File: src/sv/b2n_ram.sv
// ----------------------------------------------------------------------------
// b2n_ram
// Generic single-clock RAM: one write port, one read port, registered read.
// ----------------------------------------------------------------------------
module b2n_ram #(
  parameter int WIDTH = 8,
  parameter int DEPTH = 16
) (
  input  logic                     clk,
  input  logic                     wr_en,
  input  logic [$clog2(DEPTH)-1:0] wr_addr,
  input  logic [WIDTH-1:0]         wr_data,
  input  logic                     rd_en,
  input  logic [$clog2(DEPTH)-1:0] rd_addr,
  output logic [WIDTH-1:0]         rd_data
);

  logic [WIDTH-1:0] mem [DEPTH];

  // Write, and hold the read data unless a read is requested
  always_ff @(posedge clk) begin
    if (wr_en) begin
      mem[wr_addr] <= wr_data;
    end
    if (rd_en) begin
      rd_data <= mem[rd_addr];
    end
  end

endmodule

File: config.mk
export PLATFORM = sky130hd
export DESIGN_NAME = b2n_ram
export DESIGN_NICKNAME = d
export VERILOG_FILES = /design/src/sv/b2n_ram.sv
export SDC_FILE = /design/constraint.sdc
export NUM_CORES = 1
export LEC_CHECK = 0
export BUFFER_PORTS_ARGS = -buffer_cell sky130_fd_sc_hd__buf_2
export CAP_MARGIN = 20
export CORE_ASPECT_RATIO = 1.2
export CORE_MARGIN = 2
export CORE_UTILIZATION = 30
export CTS_CLUSTER_SIZE = 40
export DETAILED_ROUTE_END_ITERATION = 16
export GPL_ROUTABILITY_DRIVEN = 0
export PLACE_DENSITY = 0.41
export SLEW_MARGIN = 20
export SYNTH_ARGS = -nofsm -noshare
export SYNTH_HDL_FRONTEND = slang
export SYNTH_SLANG_ARGS = --single-unit
File: constraint.sdc
create_clock -name clk -period 2.63 [get_ports clk]
set_input_delay 0.3945 -clock clk [delete_from_list [all_inputs] [get_ports clk]]
set_output_delay 0.3945 -clock clk [all_outputs]
set_load 0.005 [all_outputs]
# Word-level counts from Yosys, hierarchy flattened
# Memories as Yosys holds them, arrays and structs flattened. A register that Yosys moved wholly into a read port is not among the register bits.
# Index checks and enable logic that the tools add are counted.
[word_totals]
regBits = 0
latch_bits = 0
ram_bits = 128
romBits = 0
input_bits = 19
output_inout_bits = 8
wordCells = 3
memories = 1
[mem_list]
columns = ["memory", "depth", "word_bits", "rd", "rd_ports_with_merged_regs", "write_ports", "line", "text"]
rows = [
  ["mem", 16, 8, 1, 1, 1, "18", "logic [WIDTH-1:0] mem [DEPTH];"],
]
[op_classes]
n_addsub = 0
n_mul = 0
n_div = 0
n_lt_le_gt_ge = 0
n_eq_ne = 0
n_shift = 0
muxes = 2
bitwise_logic = 0
reduce_logical = 0
[op_table]
columns = ["operator", "count"]
rows = [
  ["$mux W1", 2],
]

# Longest topological paths before layout
# Gate-level depths: netlist of run 1.
[depth]
depth_word = 2
ltp_mapped = 5
mapped_depth_nobuf = 3

# Least setup slack after synthesis of run 1
# Ideal clock, no wire load.
[synth_path]
path_kind = "input port to flip-flop"
start = "input port wr_addr[2]"
end = "memory mem[0][0] (enable)"
setup_time_ns = 0.383
t_arrival_ns = 1.504
required_time_ns = 2.247
setup_slack_ns = 0.743
cell_stages = 2
n_path_buf = 0
cell_sequence = "or3b_2 nor3_1"
[synth_rtl]
columns = ["item", "line", "text"]
rows = [
  ["from (decl)", "11", "input logic [$clog2(DEPTH)-1:0] wr_addr,"],
  ["to (decl)", "18", ""],
]
# Straight into the memory's write port.

==> results of run 1 <==
[flip-flops by register name, indices dropped and copies added, names as in the netlist]
| signal | flops |
|---|---|
| rd_data | 8 |
| mem | 128 |
[cell usage after synthesis]
master           instances
buf_6                    3
clkdlybuf4s25_2          3
mux4_1                  14
or3b_2                   1
a22oi_1                 16
nor2_1                  13
nand3_1                  1
nand2_1                  9
buf_2                    3
buf_4                    1
nand2b_1                 2
nor2b_1                  1
nor3_1                   4
edfxtp_1               136
nand3b_1                 2
mux4_2                  18
and2b_1                  1
and2_1                   1
[power groups by stage]
stage	logic (mW)	registers (mW)	clock network (mW)
6_report	0.231	2.45	2.83
2_1_floorplan	0.123	2.50	0
4_1_cts	0.239	2.45	2.88
3_5_place_dp	0.239	2.50	0
3_3_place_gp	0.239	2.50	0
5_1_grt	0.253	2.46	2.96
[metal layers]
metal | track usage, % | wire length, um | share of wire [%]
met4 | 5.730 | 201 | 1.8
met5 | 0 | 0 | 0
met2 | 20.79 | 5552 | 50
met3 | 3.813 | 405 | 3.6
met1 | 16.08 | 4954 | 45
[per-stage QoR]
step                      hold slack [ns]  cells
final                              0.3310    515
after global routing               0.3283    515
after CTS                          0.3153    515
after detailed placement           0.7436    483
after global placement             0.7390    483
after floorplan                    0.4934    229
[final timing paths]
check,startpoint,to,slack (ns),depth (start not counted)
worst max-delay path,rd_addr[0],rd_data[2]$_DFFE_PP_,1.0,5
worst min-delay path,rd_en,rd_data[0]$_DFFE_PP_,0.33,1
worst max register to register,mem[2][2]$_DFFE_PP_,rd_data[2]$_DFFE_PP_,1.10,3
worst min register to register,mem[14][3]$_DFFE_PP_,rd_data[3]$_DFFE_PP_,0.74,3
[cell families (layout without fill, tap and decap cells)]
| family | Yosys count | in the layout | synth area share, % |
|---|---|---|---|
| buf+inv | 10 | 80 | 1.651 |
| flops | 136 | 136 | 78.12 |
| mux | 32 | 32 | 14.79 |
| compound gates | 16 | 16 | 2.298 |
| simple gates | 35 | 35 | 3.136 |
[area by class of cell]
type | instances | area (um2)
fill | 1541 | 10540
sequential | 136 | 4084
multi-input combinational | 83 | 1057
clock buffer | 18 | 429.2
timing repair buffer | 48 | 320.3
clock inverter | 14 | 276.5
tap | 216 | 270.3
==> results.cfg, run 1 <==
[global_routing]
grt_pass1_wl_um = 16470
antenna_found_initial = 0
grt_pass1_vias = 2572
grt-ovfl-total = 0
grt_usage_pct = 12.85
grt_max_degree = 33

[floorplanning]
initial_utilization_pct = 30.78
num_io_pins = 27
coreArea_um2 = 16980
die-area_um2 = 18500
rows = 52
die_width_um = 124.5
die_h_um = 148.6

[power]
clockPowerShare_pct = 51.3
p_leak_nw = 2.171
powerDensity_nw_per_um2 = 856.7
vdd.ir_drop.worst_v = 0.0004194
comb_power_share_pct = 4.2
p_total_mw = 5.515
p_seq_share_pct = 44.5
switching_share_pct = 18.39
p_int_mw = 4.501
switchingPower_mw = 1.014

[critical_path]
path_delay_family = multiplexers
endpoint_kind = flip-flop
cp_slowest_cell = mux4_1
worst-path-buf-inv = 2
crit_arrival_ns = 1.79
critical_path.max_stage_delay_ns = 0.60
critPathLaunchType = input pin
worstPathCellList = buf_2 -> buf_12 -> mux4_1 -> a22oi_1 -> nand2_1
crit_type = in2reg
crit_required_ns = 2.79
critPathMaxFanout = 32

[routing]
wirelength_um = 11110
route.detailed.drc = 0
wl_per_cell_um = 21.58
ant_nets = 0
first_iter_violations = 153
drt-pass1-iter-count = 4
via_per_inst = 4.643
num_vias = 2391

[clocking]
path_clk_slew_ns = 0.06
postCtsResizedCells = 0
cts_hold_buf = 0
post-cts-setup-buffer-count = 0
cts_made_buffers = 17
cts-root-buf = clkbuf_16
cts_buffer_depth = 2
clock_sinks = 136
cts_tree = built
htree_levels = 4
clk_latency_ns = 0.42

[yosys]
synth_seq_cells = 136
synth_top_area_cell = edfxtp_1
syn_area_um2 = 5228
seq_area_frac_synth_pct = 78.12
yosys_warnings = 0
syn_area_per_cell_um2 = 22.83
synth.top_cell.area_share_pct = 78.12
synth_nets = 248
synthTopCellsByArea = edfxtp_1 78%, mux4_2 7.8%, mux4_1 7.0%
synthCells = 229
synth_cell_types = 18

[timing]
fin_worst_skew_ns = 0.007659
setup_slack_ns = 0.9986
rsz0062_at_grt = false
fin_crit_sh_pct = 62.03
worst_pin_slew_ns = 0.6485
setup_violations = 0
final-hold-violation-count = 0
relSlewSlack_pct = 56.60
drv_slew = 0
fmax_ghz = 0.6130
min_period_ns = 1.631
fin_tns_setup_ns = 0

[layout]
finalNetCount = 305
antennaDiodeCount = 0
syn2layout_area_growth_pct = 23.14
final_cell_mix = 136 x edfxtp_1, 26 x buf_2, 20 x buf_4
finish.instance_area_um2 = 6437
drive_gt1_share_pct = 31.77
fin_util_pct = 37.91
final_common_cell = edfxtp_1

[outcome]
outcome = finished, final reports clean

[placed_design]
dpl-instance-area_um2 = 5732
dp_hpwl_um = 7252
portBuffers = 26
post-place-ws_ns = 0.5626

[hold_path]
hp-class = in2reg

[job]
drv_cap = 0
(Power assumes the default switching activity.)
==> inputs of run 2 (changes only) <==
- PLACE_DENSITY: 0.41 -> 0.42
- clock period: 2.63 -> 1.5 ns (I/O delays scaled with it)
==> results.cfg, run 2 (synthesis gave the netlist of run 1 again) <==
[clocking]
cts_tree = built
cts_buffer_depth = 2
path_clk_slew_ns = 0.06
cts_made_buffers = 17
clock_sinks = 136
cts_hold_buf = 0
clk_latency_ns = 0.42
htree_levels = 4
cts-root-buf = clkbuf_16

[global_routing]
grt_usage_pct = 12.97
grt_max_degree = 20
grt-ovfl-total = 0
grt_pass1_wl_um = 16840
grt_pass1_vias = 2721
antenna_found_initial = 0

[floorplanning]
die_width_um = 124.5
die-area_um2 = 18500
rows = 52
coreArea_um2 = 16980
num_io_pins = 27
initial_utilization_pct = 30.78
die_h_um = 148.6

[critical_path]
cp_slowest_cell = mux4_1
critPathMaxFanout = 1
worstPathCellList = mux4_1 -> a22oi_2 -> nand2_1
crit_required_ns = 1.66
critPathLaunchType = flip-flop
rr_endpoint = rd_data[2]$_DFFE_PP_
crit_arrival_ns = 1.62
timing.rr.start = mem[5][2]$_DFFE_PP_
reg2reg_slack_ns = 0.04
endpoint_kind = flip-flop
r2r_cells = 3
critical_path.max_stage_delay_ns = 0.57
crit_type = reg2reg

[routing]
drt-pass1-iter-count = 4
via_per_inst = 4.720
wl_per_cell_um = 20.98
first_iter_violations = 178
ant_nets = 0
route.detailed.drc = 0
route.met3.wl_um = 515
num_vias = 2497
dr_wl_met2_um = 5763
m1WireLength_um = 4654
wirelength_um = 11100
route.top_layer_used = met4

[placed_design]
dpl-instance-area_um2 = 5867
dp_hpwl_um = 7642
portBuffers = 26

[layout]
drive_gt1_share_pct = 38.98
final_common_cell = edfxtp_1
finish.instance_area_um2 = 6502
finalNetCount = 319
final_cell_mix = 136 x edfxtp_1, 32 x buf_4, 26 x buf_2
antennaDiodeCount = 0
syn2layout_area_growth_pct = 24.39
regMostFlops = mem
reg_top3 = mem: 128 flops, rd_data: 8 flops
n_fill_cell = 1534
fin_util_pct = 38.29
largest_reg_flops = 128

[timing]
relSlewSlack_pct = 42.29
fin_crit_sh_pct = 97.51
rsz0062_at_grt = true
final-hold-violation-count = 0
setup_violations = 0
fin_worst_skew_ns = 0.008714
min_period_ns = 1.463
drv_slew = 0
worst_pin_slew_ns = 0.8625
fmax_ghz = 0.6837

[power]
p_total_mw = 8.993
vdd.ir_drop.worst_v = 0.0007107
p_leak_nw = 2.188
powerDensity_nw_per_um2 = 1383

[hold_path]
whs_path_depth = 1
hp-class = in2reg
whs_endpoint = rd_data[2]$_DFFE_PP_
min_from = rd_en

[outcome]
outcome = finished, final reports clean

[job]
drv_cap = 0
==> run 2: cell types whose count changed in the layout (fill, tap and decap cells not counted), moves of 4 or more <==
cell	previous run	this run
a22oi_1	16	8
mux4_2	18	22
buf_4	20	32
bufinv_16	8	4
mux4_1	14	10
a22oi_2	0	8
==> run 2: per-layer routing <==
| layer | vias to the layer above | track usage [%] |
|---|---|---|
| met5 | - | 0 |
| met4 | 0 | 4.663 |
| met3 | 12 | 4.460 |
| met2 | 61 | 22.70 |
| met1 | 1305 | 14.81 |
| li1 | 1119 | - |
==> run 2: what timing repair did <==
item / in CTS / in global routing
endpoints found under the setup margin: 4 / 7
pin swaps: 0 / 3
gates resized for setup: 4 / 8
buffers inserted: 0 / 0
gates cloned: 0 / 0
==> run 2: how the worst max path moves through the flow <==
| stage | from | endpoint | slack, ns | cells after the start |
|---|---|---|---|---|
| final | mem[5][2]$_DFFE_PP_ | rd_data[2]$_DFFE_PP_ | 0.04 | 3 |
| after CTS | mem[1][2]$_DFFE_PP_ | rd_data[2]$_DFFE_PP_ | 0.01 | 3 |
| after global routing | mem[5][2]$_DFFE_PP_ | rd_data[2]$_DFFE_PP_ | -0.001 | 3 |
| after floorplan | rd_addr[0] | rd_data[1]$_DFFE_PP_ | -0.001 | 5 |
| after detailed placement | rd_addr[0] | rd_data[1]$_DFFE_PP_ | -0.35 | 6 |
| after global placement | rd_addr[0] | rd_data[1]$_DFFE_PP_ | -0.34 | 6 |
==> run 2: area by class of cell <==
cell class | instances | area (um2) | area share (%)
clock buffer | 18 | 429.2 | 6.600
clock inverter | 14 | 181.4 | 2.790
multi-input combinational | 83 | 1087 | 16.72
sequential | 136 | 4084 | 62.81
tap | 216 | 270.3 | 4.156
timing repair buffer | 62 | 450.4 | 6.927
==> run 2: where the power goes <==
group | switching, mW | internal, mW
clock network | 1.48 | 2.76
registers | 0.0232 | 4.28
logic | 0.247 | 0.206
total | 1.75 | 7.25
==> run 2: critical path: cells and delay by family (launching register included) <==
family / cells / cell delay (ns)
simple gates: 1 / 0.12
compound gates: 1 / 0.16
mux: 1 / 0.57
flops: 1 / 0.36
==> run 2: metrics by stage <==
stage | hold WS, ns | setup WS (ns) | std cells | setup TNS [ns]
after floorplan | 0.3239 | -0.0009643 | 229 | -0.002893
after global placement | 0.6272 | -0.3444 | 497 | -2.314
after detailed placement | 0.6199 | -0.3468 | 497 | -2.316
final | 0.1876 | 0.03731 | 529 | 0
after CTS | 0.1756 | 0.01184 | 529 | 0
after global routing | 0.1811 | -0.0009799 | 529 | -0.0009799
