`src/sv/b2n_pkg.sv`:
```
// ----------------------------------------------------------------------------
// b2n_pkg
// Shared types, sizes and coefficients of the BGRA to NV12 converter.
// ----------------------------------------------------------------------------
package b2n_pkg;

  // Frame geometry
  localparam int MAX_WIDTH  = 4096;
  localparam int MAX_HEIGHT = 4096;
  localparam int LINE_DEPTH = MAX_WIDTH / 2;
  localparam int SLOT_W     = $clog2(LINE_DEPTH);
  localparam int COL_W      = $clog2(MAX_WIDTH);
  localparam int ROW_W      = $clog2(MAX_HEIGHT);
  localparam int SIZE_W     = 13;

  // Register indexes
  localparam logic REG_FRAME_WIDTH  = 1'b0;
  localparam logic REG_FRAME_HEIGHT = 1'b1;

  // Register reset values
  localparam logic [SIZE_W-1:0] RESET_WIDTH  = SIZE_W'(1920);
  localparam logic [SIZE_W-1:0] RESET_HEIGHT = SIZE_W'(1080);

  // Luma coefficients
  localparam int Y_R      = 66;
  localparam int Y_G      = 129;
  localparam int Y_B      = 25;
  localparam int Y_OFFSET = 16;

  // Chroma coefficients (magnitudes; signs are applied in the datapath)
  localparam int CB_R = 38;
  localparam int CB_G = 74;
  localparam int C_MAIN = 112;
  localparam int CR_G = 94;
  localparam int CR_B = 18;
  localparam int CHROMA_OFFSET = 128;

  localparam int ROUND   = 128;
  localparam int PIX_MAX = 255;

  // Input transaction
  typedef struct packed {
    logic [7:0] blue;
    logic [7:0] green;
    logic [7:0] red;
  } pixel_t;

  // Output transaction
  typedef struct packed {
    logic [7:0] luma;
    logic       chroma_valid;
    logic [7:0] chroma_blue;
    logic [7:0] chroma_red;
    logic       frame_end;
  } result_t;

  // Horizontal pair sums, one line store entry
  typedef struct packed {
    logic [8:0] blue;
    logic [8:0] green;
    logic [8:0] red;
  } sums_t;

  // 2x2 block average
  typedef struct packed {
    logic [7:0] blue;
    logic [7:0] green;
    logic [7:0] red;
  } avg_t;

  localparam int SUMS_W = $bits(sums_t);

endpackage

```
`src/sv/b2n_chroma.sv`:
```
// ----------------------------------------------------------------------------
// b2n_chroma
// BT.601 studio-range Cb and Cr from a 2x2 block average, rounded and clamped.
// ----------------------------------------------------------------------------
module b2n_chroma (
  input  b2n_pkg::avg_t avg,
  output logic [7:0]    chroma_blue,
  output logic [7:0]    chroma_red
);

  // Rounding plus the offset of 128 moved above the shift keeps every sum positive
  localparam int BIAS = b2n_pkg::ROUND + (b2n_pkg::CHROMA_OFFSET << 8);

  logic [16:0] cb_pos, cb_neg, cb_diff;
  logic [16:0] cr_pos, cr_neg, cr_diff;

  // Form the positive and negative partial sums
  always_comb begin
    cb_pos  = 17'(b2n_pkg::C_MAIN * avg.blue) + 17'(BIAS);
    cb_neg  = 17'(b2n_pkg::CB_R * avg.red) + 17'(b2n_pkg::CB_G * avg.green);
    cb_diff = cb_pos - cb_neg;
    cr_pos  = 17'(b2n_pkg::C_MAIN * avg.red) + 17'(BIAS);
    cr_neg  = 17'(b2n_pkg::CR_G * avg.green) + 17'(b2n_pkg::CR_B * avg.blue);
    cr_diff = cr_pos - cr_neg;
  end

  // Shift down and clamp to the byte range
  always_comb begin
    if (cb_diff[16]) begin
      chroma_blue = 8'(b2n_pkg::PIX_MAX);
    end else begin
      chroma_blue = cb_diff[15:8];
    end
    if (cr_diff[16]) begin
      chroma_red = 8'(b2n_pkg::PIX_MAX);
    end else begin
      chroma_red = cr_diff[15:8];
    end
  end

endmodule
```
`config.mk`:
```
export PLATFORM = sky130hd
export DESIGN_NAME = b2n_chroma
export DESIGN_NICKNAME = d
export VERILOG_FILES = /design/src/sv/b2n_pkg.sv /design/src/sv/b2n_chroma.sv
export SDC_FILE = /design/constraint.sdc
export NUM_CORES = 1
export LEC_CHECK = 0
export ABC_AREA = 1
export BUFFER_PORTS_ARGS = -buffer_cell sky130_fd_sc_hd__buf_2
export CORE_ASPECT_RATIO = 0.7
export CORE_MARGIN = 8
export CORE_UTILIZATION = 30
export DETAILED_ROUTE_END_ITERATION = 10
export SLEW_MARGIN = 20
export SYNTH_ARGS = -nofsm -noshare
export SYNTH_HDL_FRONTEND = slang
export SYNTH_SLANG_ARGS = --single-unit
```
`constraint.sdc`:
```
create_clock -name vclk -period 21.5
set_clock_uncertainty 0.2 [all_clocks]
set_input_delay 4.3 -clock vclk [all_inputs]
set_output_delay 4.3 -clock vclk [all_outputs]
set_load 0.005 [all_outputs]
```
After elaboration in Yosys (flattened, before gate mapping)

Index checks and enable logic that the tools add are counted.

Bits in registers: 0
Bits in latches: 0
Bits in writable memories: 0
Bits in read-only memories: 0
Input bits: 24
Output and inout port bits: 16
Word-level logic and storage cells: 14
Memories kept: 0

$add $sub $neg: 6
Multipliers: 6
Divide/modulo/power cells: 0
Magnitude comparators: 0
Equality and inequality tests: 0
Shift-type cells: 0
Multiplexer cells: 2
Bitwise operators: 0
Reductions and logical operators: 0

Operators by type and width:

| operator                 | count |
|---|---|
| $add A15 B16 Y17 const B | 2 |
| $sub A17 B16 Y17         | 2 |
| $mul A6 B8 Y14 const A   | 2 |
| $mul A3 B8 Y11 const A   | 2 |
| $add A14 B15 Y16         | 1 |
| $add A15 B13 Y16         | 1 |
| $mux W8                  | 2 |
| $mul A5 B8 Y13 const A   | 1 |
| $mul A4 B8 Y12 const A   | 1 |

Longest topological paths before layout

Gate-level depths: netlist (run 1).

Depth after elaboration: 4
Depth in mapped cells: 28
Mapped depth without buffers: 28

Least setup slack after synthesis (run 1)

No wires, ideal clock.

Path kind: input-to-output
From: input avg[13] (netlist bit)
To: output chroma_red[6]
Arrival time: 8684 ps
Required time: 17000 ps
Slack: 8316 ps
Stages on the path: 25
Buffers on the path: 0
Cell sequence: inv_1 > fa_1 > inv_1 > fa_1 > inv_1 > fa_1 > inv_1 > ha_1 > nand2_1 > nand2_1 > a21oi_1 > nand2_1 > xor2_1 > fa_1 > inv_1 > ha_1 > ha_1 > nand2_2 > inv_1 > nand2_1 > nand2_1 > a21oi_1 > nand3b_1 > nand2_4 > nand2_1

Word-level cells in the longest chain between the ends: 4

RTL lines:

| item             | line             | RTL |
|---|---|---|
| from (decl)      | b2n_chroma.sv:6  | `input b2n_pkg::avg_t avg,` |
| $mul A6 B8 Y14   | b2n_chroma.sv:23 | `cr_neg = 17'(b2n_pkg::CR_G * avg.green) + 17'(b2n_pkg::CR_B * avg.blue);` |
| $add A15 B13 Y16 | b2n_chroma.sv:23 |  |
| $sub A17 B16 Y17 | b2n_chroma.sv:24 | `cr_diff = cr_pos - cr_neg;` |
| $mux W8          | b2n_chroma.sv:34 | `if (cr_diff[16]) begin` |
| to (decl)        | b2n_chroma.sv:8  | `output logic [7:0] chroma_red` |

No other way between the ends.

Worst setup path in the final report (run 1)

From: input avg[12] (netlist bit)
To: output chroma_red[7]

The elaborated chain is that of the path after synthesis.

==> flow_metrics.tcl, run 1 <==
set metrics [dict create \
    drv_slew 0 \
    post_cts_buffers 0 \
    dp_hpwl_mm 13.6 \
    coreArea_um2 20700 \
    fp.dieW_um 190 \
    via_per_inst 4.47 \
    nets 1211 \
    vias 5565 \
    max_cap_viol_count 0 \
    wl_per_cell_um 11.8 \
    syn_inst 929 \
    synth_cell_types 24 \
    seq_cell_count 0 \
    ant_nets 0 \
    io_pins 40 \
    tns_ns 0 \
    insertedDiodeCount 0 \
    grt_overflow 0 \
    dieArea_um2 26100 \
    cts_hold_buf 0 \
    period_share_pct 65.4 \
    grt_use_total_pct 11.3 \
    die_h_um 138 \
    syn_area_um2 6330 \
    drc 0 \
    floorplan.initialDensity_pct 30.6 \
    max_freq_mhz 71.1 \
    crit_type "input port to primary output" \
    holdCritPathClass "input port to primary output" \
    finalHoldViolCount 0 \
    drt-pass1-iter-count 5 \
    rsz0062_at_grt "false" \
    crit_arrival_ns 9.57 \
    place_inst 1245 \
    seq_area_um2 0 \
    layout_setup_ws_ns 7.43 \
    start_kind "input port" \
    cp-end-kind "primary output" \
    grt_max_degree 9 \
    ys_seq_area_share_pct 0 \
    post_cts_resized 0 \
    tightest_slew_ns 0.566 \
    status "completed" \
    fillers 2335 \
    port_buffers 40 \
    routed_wirelength_mm 14.6 \
    multi_input_area_um2 5380 \
    grt_pass1_wl_mm 24.7 \
    yosysWarnings 0 \
    area_growth_pct 8.61 \
    setup_viol 0 \
    antenna_found_initial 0 \
    fin_crit_ns 14.07 \
    dp_slack_ns 7.52 \
    drt_iter0_drc 384 \
    row_count 44 \
    syn-num-nets 1169 \
    worst_ep_required_time_ns 17.00 \
    drive_above_1_share_pct 5.26 \
    instances_no_fill 1245 \
    max_slew_margin_pct 62.1 \
    postSynthAreaPerCell_um2 6.82 \
    nClkBuffers 0 \
    cp_max_fo 5 \
    hold_slack_ns 9.35 \
    grt_pass1_vias 5220 \
    globalplace.congestion 0.873 \
]
path summary, 6_finish.rpt:
path / from / endpoint / slack, ns / depth (start not counted)
worst max-delay path: avg[12] / chroma_red[7] / 7.43 / 24
worst min-delay path: avg[8] / chroma_blue[3] / 9.35 / 11
cells by family after synthesis:
kind of cell    Yosys count  synth area share (%)
xor+xnor                 40                  5.53
buf+inv                 255                  15.1
fa+ha+maj               216                  49.9
simple gates            343                  23.0
compound gates           75                  6.42
cell usage after synthesis, types with 2 or more instances:
cell type | number | area, um2
xor2_1 | 32 | 280
nor2_2 | 2 | 12.5
nand4_1 | 10 | 62.6
xnor2_1 | 8 | 70.1
o21bai_1 | 6 | 45.0
nor3_1 | 6 | 30.0
o21ai_0 | 15 | 75.1
nand3_1 | 57 | 285
fa_1 | 61 | 1220
nand3b_1 | 4 | 30.0
ha_1 | 155 | 1940
and2_1 | 4 | 25.0
nand2_1 | 229 | 860
inv_1 | 254 | 953
a21oi_1 | 46 | 230
nand2_4 | 2 | 22.5
a21boi_0 | 3 | 22.5
nand2_2 | 4 | 25.0
nor2_1 | 23 | 86.3
nor3_2 | 2 | 20.0
a31oi_1 | 3 | 18.8
cell type report:
type | instances | area share [%]
Inverter | 255 | 13.9
Multi-Input combinational cell | 674 | 78.2
Tap cell | 276 | 5.02
Timing Repair Buffer | 40 | 2.91
layer usage:
metal  vias to the layer above  GRT usage [%]  wire length, um
met5                         -              0                0
met4                         0              0                0
met3                         0           1.19              731
met2                       100           16.3             5540
met1                      2510           18.4             8360
li1                       2955              -                -
cell usage in the layout (no fill, tap or decap), drive strengths merged:
cell type and instances:
a21boi 3, a21o 1, o21ai 15, nand3 57, nand2 235, a211oi 1, ha 155, nor2 25
and2 4, o21bai 6, nor3 8, inv 255, nand4 10, nand3b 4, xor2 32, a21oi 46
a31oi 3, fa 61, buf 40, xnor2 8
stage by stage:
step                      instance area [um2]  utilization [%]
after floorplan                          6330                -
after global placement                   6880             33.2
after detailed placement                 6880             33.2
after CTS                                6880             33.2
after global routing                     6880             33.2
final                                    6880             33.2
critical path: stages:
cell and delay (ns):
buf_2 0.13, inv_1 0.11, fa_1 0.56, fa_1 0.44, fa_1 0.54, inv_1 0.04
ha_1 0.35, a21oi_1 0.23, nand2_1 0.15, nand3_1 0.10, nand2_1 0.07, xor2_1 0.37
fa_1 0.49, inv_1 0.07, ha_1 0.22, ha_1 0.37, nand2_1 0.13, nor3_1 0.34
nand3_1 0.21, nand2_1 0.10, nand2_1 0.05, nand2_1 0.05, nand2_1 0.04, buf_2 0.12
Power of run 1 is left out: the tool's default activity adds up to more than one toggle a clock period on the data nets, which glitch-free logic cannot reach.
==> inputs of run 2 (changes only) <==
clock period = 12.15 ns   (was 21.5 ns; I/O delays follow)
==> flow_metrics.tcl, run 2 (same netlist as run 1, synthesis figures left out) <==
set metrics [dict create \
    start_kind "input port" \
    cp-end-kind "primary output" \
    setup_viol 0 \
    tns_ns 0 \
    post_cts_resized 0 \
    drt_iter0_drc 344 \
    drc 0 \
    fp.dieW_um 190 \
    port_buffers 40 \
    fin_crit_ns 10.25 \
    insertedDiodeCount 0 \
    crit_arrival_ns 7.62 \
    wl_per_cell_um 11.8 \
    finalHoldViolCount 0 \
    nets 1211 \
    tightest_slew_ns 0.490 \
    ant_nets 0 \
    floorplan.initialDensity_pct 30.6 \
    dp_slack_ns 1.95 \
    layout_setup_ws_ns 1.90 \
    grt_overflow 0 \
    seq_area_um2 0 \
    cts_hold_buf 0 \
    post_cts_buffers 0 \
    max_slew_margin_pct 67.0 \
    coreArea_um2 20700 \
    grt_max_degree 9 \
    status "completed" \
    rsz0062_at_grt "false" \
    cp_max_fo 8 \
    seq_cell_count 0 \
    drive_above_1_share_pct 5.26 \
    area_growth_pct 8.61 \
    max_freq_mhz 97.5 \
    final_common_cell "inv_1" \
    vias 5592 \
    worst_ep_required_time_ns 9.52 \
    holdCritPathClass "input port to primary output" \
    max_cap_viol_count 0 \
    dp_hpwl_mm 13.6 \
    globalplace.congestion 0.873 \
    period_share_pct 84.4 \
    fillers 2286 \
    grt_pass1_wl_mm 24.6 \
    drv_slew 0 \
    drt-pass1-iter-count 5 \
    die_h_um 138 \
    nClkBuffers 0 \
    io_pins 40 \
    routed_wirelength_mm 14.7 \
    final_cell_mix "inv_1 (254), nand2_1 (229), ha_1 (155)" \
    place_inst 1245 \
    antenna_found_initial 0 \
    crit_type "input port to primary output" \
    dieArea_um2 26100 \
    row_count 44 \
    instances_no_fill 1245 \
    via_per_inst 4.49 \
    grt_use_total_pct 11.3 \
    grt_pass1_vias 5220 \
    hold_slack_ns 5.60 \
]
run 2: final cells by class:
type,instances,area (um2),area share [%]
multi-input combinational,674,5380,78.2
inverter,255,957,13.9
timing repair buffer,40,200,2.91
tap,276,345,5.02
run 2: through the flow:
stage                     util [%]  instance area [um2]
after floorplan                  -                 6330
after global placement        33.2                 6880
after global routing          33.2                 6880
after CTS                     33.2                 6880
after detailed placement      33.2                 6880
final                         33.2                 6880
run 2: path summary, 6_finish.rpt:
kind,from,to,slack [ns],cells past startpoint
worst max-delay path,avg[12],chroma_red[3],1.90,24
worst min-delay path,avg[8],chroma_blue[3],5.60,11
run 2: routing by layer:
layer	part of all wire [%]	wire length (um)	vias to the layer above	global-route usage [%]
li1	-	-	2951	-
met1	57	8340	2523	18.4
met2	38	5520	118	16.2
met5	0	0	-	0
met3	5.7	840	0	1.16
met4	0	0	0	0
run 2: worst max-delay path, cell delays in order:
cell and delay (ns):
buf_2 0.12, inv_1 0.11, fa_1 0.57, fa_1 0.44, fa_1 0.54, inv_1 0.04
ha_1 0.35, a21oi_1 0.24, nand2_1 0.15, a21oi_1 0.19, xor2_1 0.38, fa_1 0.49
inv_1 0.07, ha_1 0.23, ha_1 0.36, nand2_2 0.12, inv_1 0.04, nand2_1 0.05
nand2_1 0.07, a21oi_1 0.17, nand3b_1 0.14, nand2_4 0.13, nand2_1 0.06, buf_2 0.12
Power of run 2 is left out for the same reason.
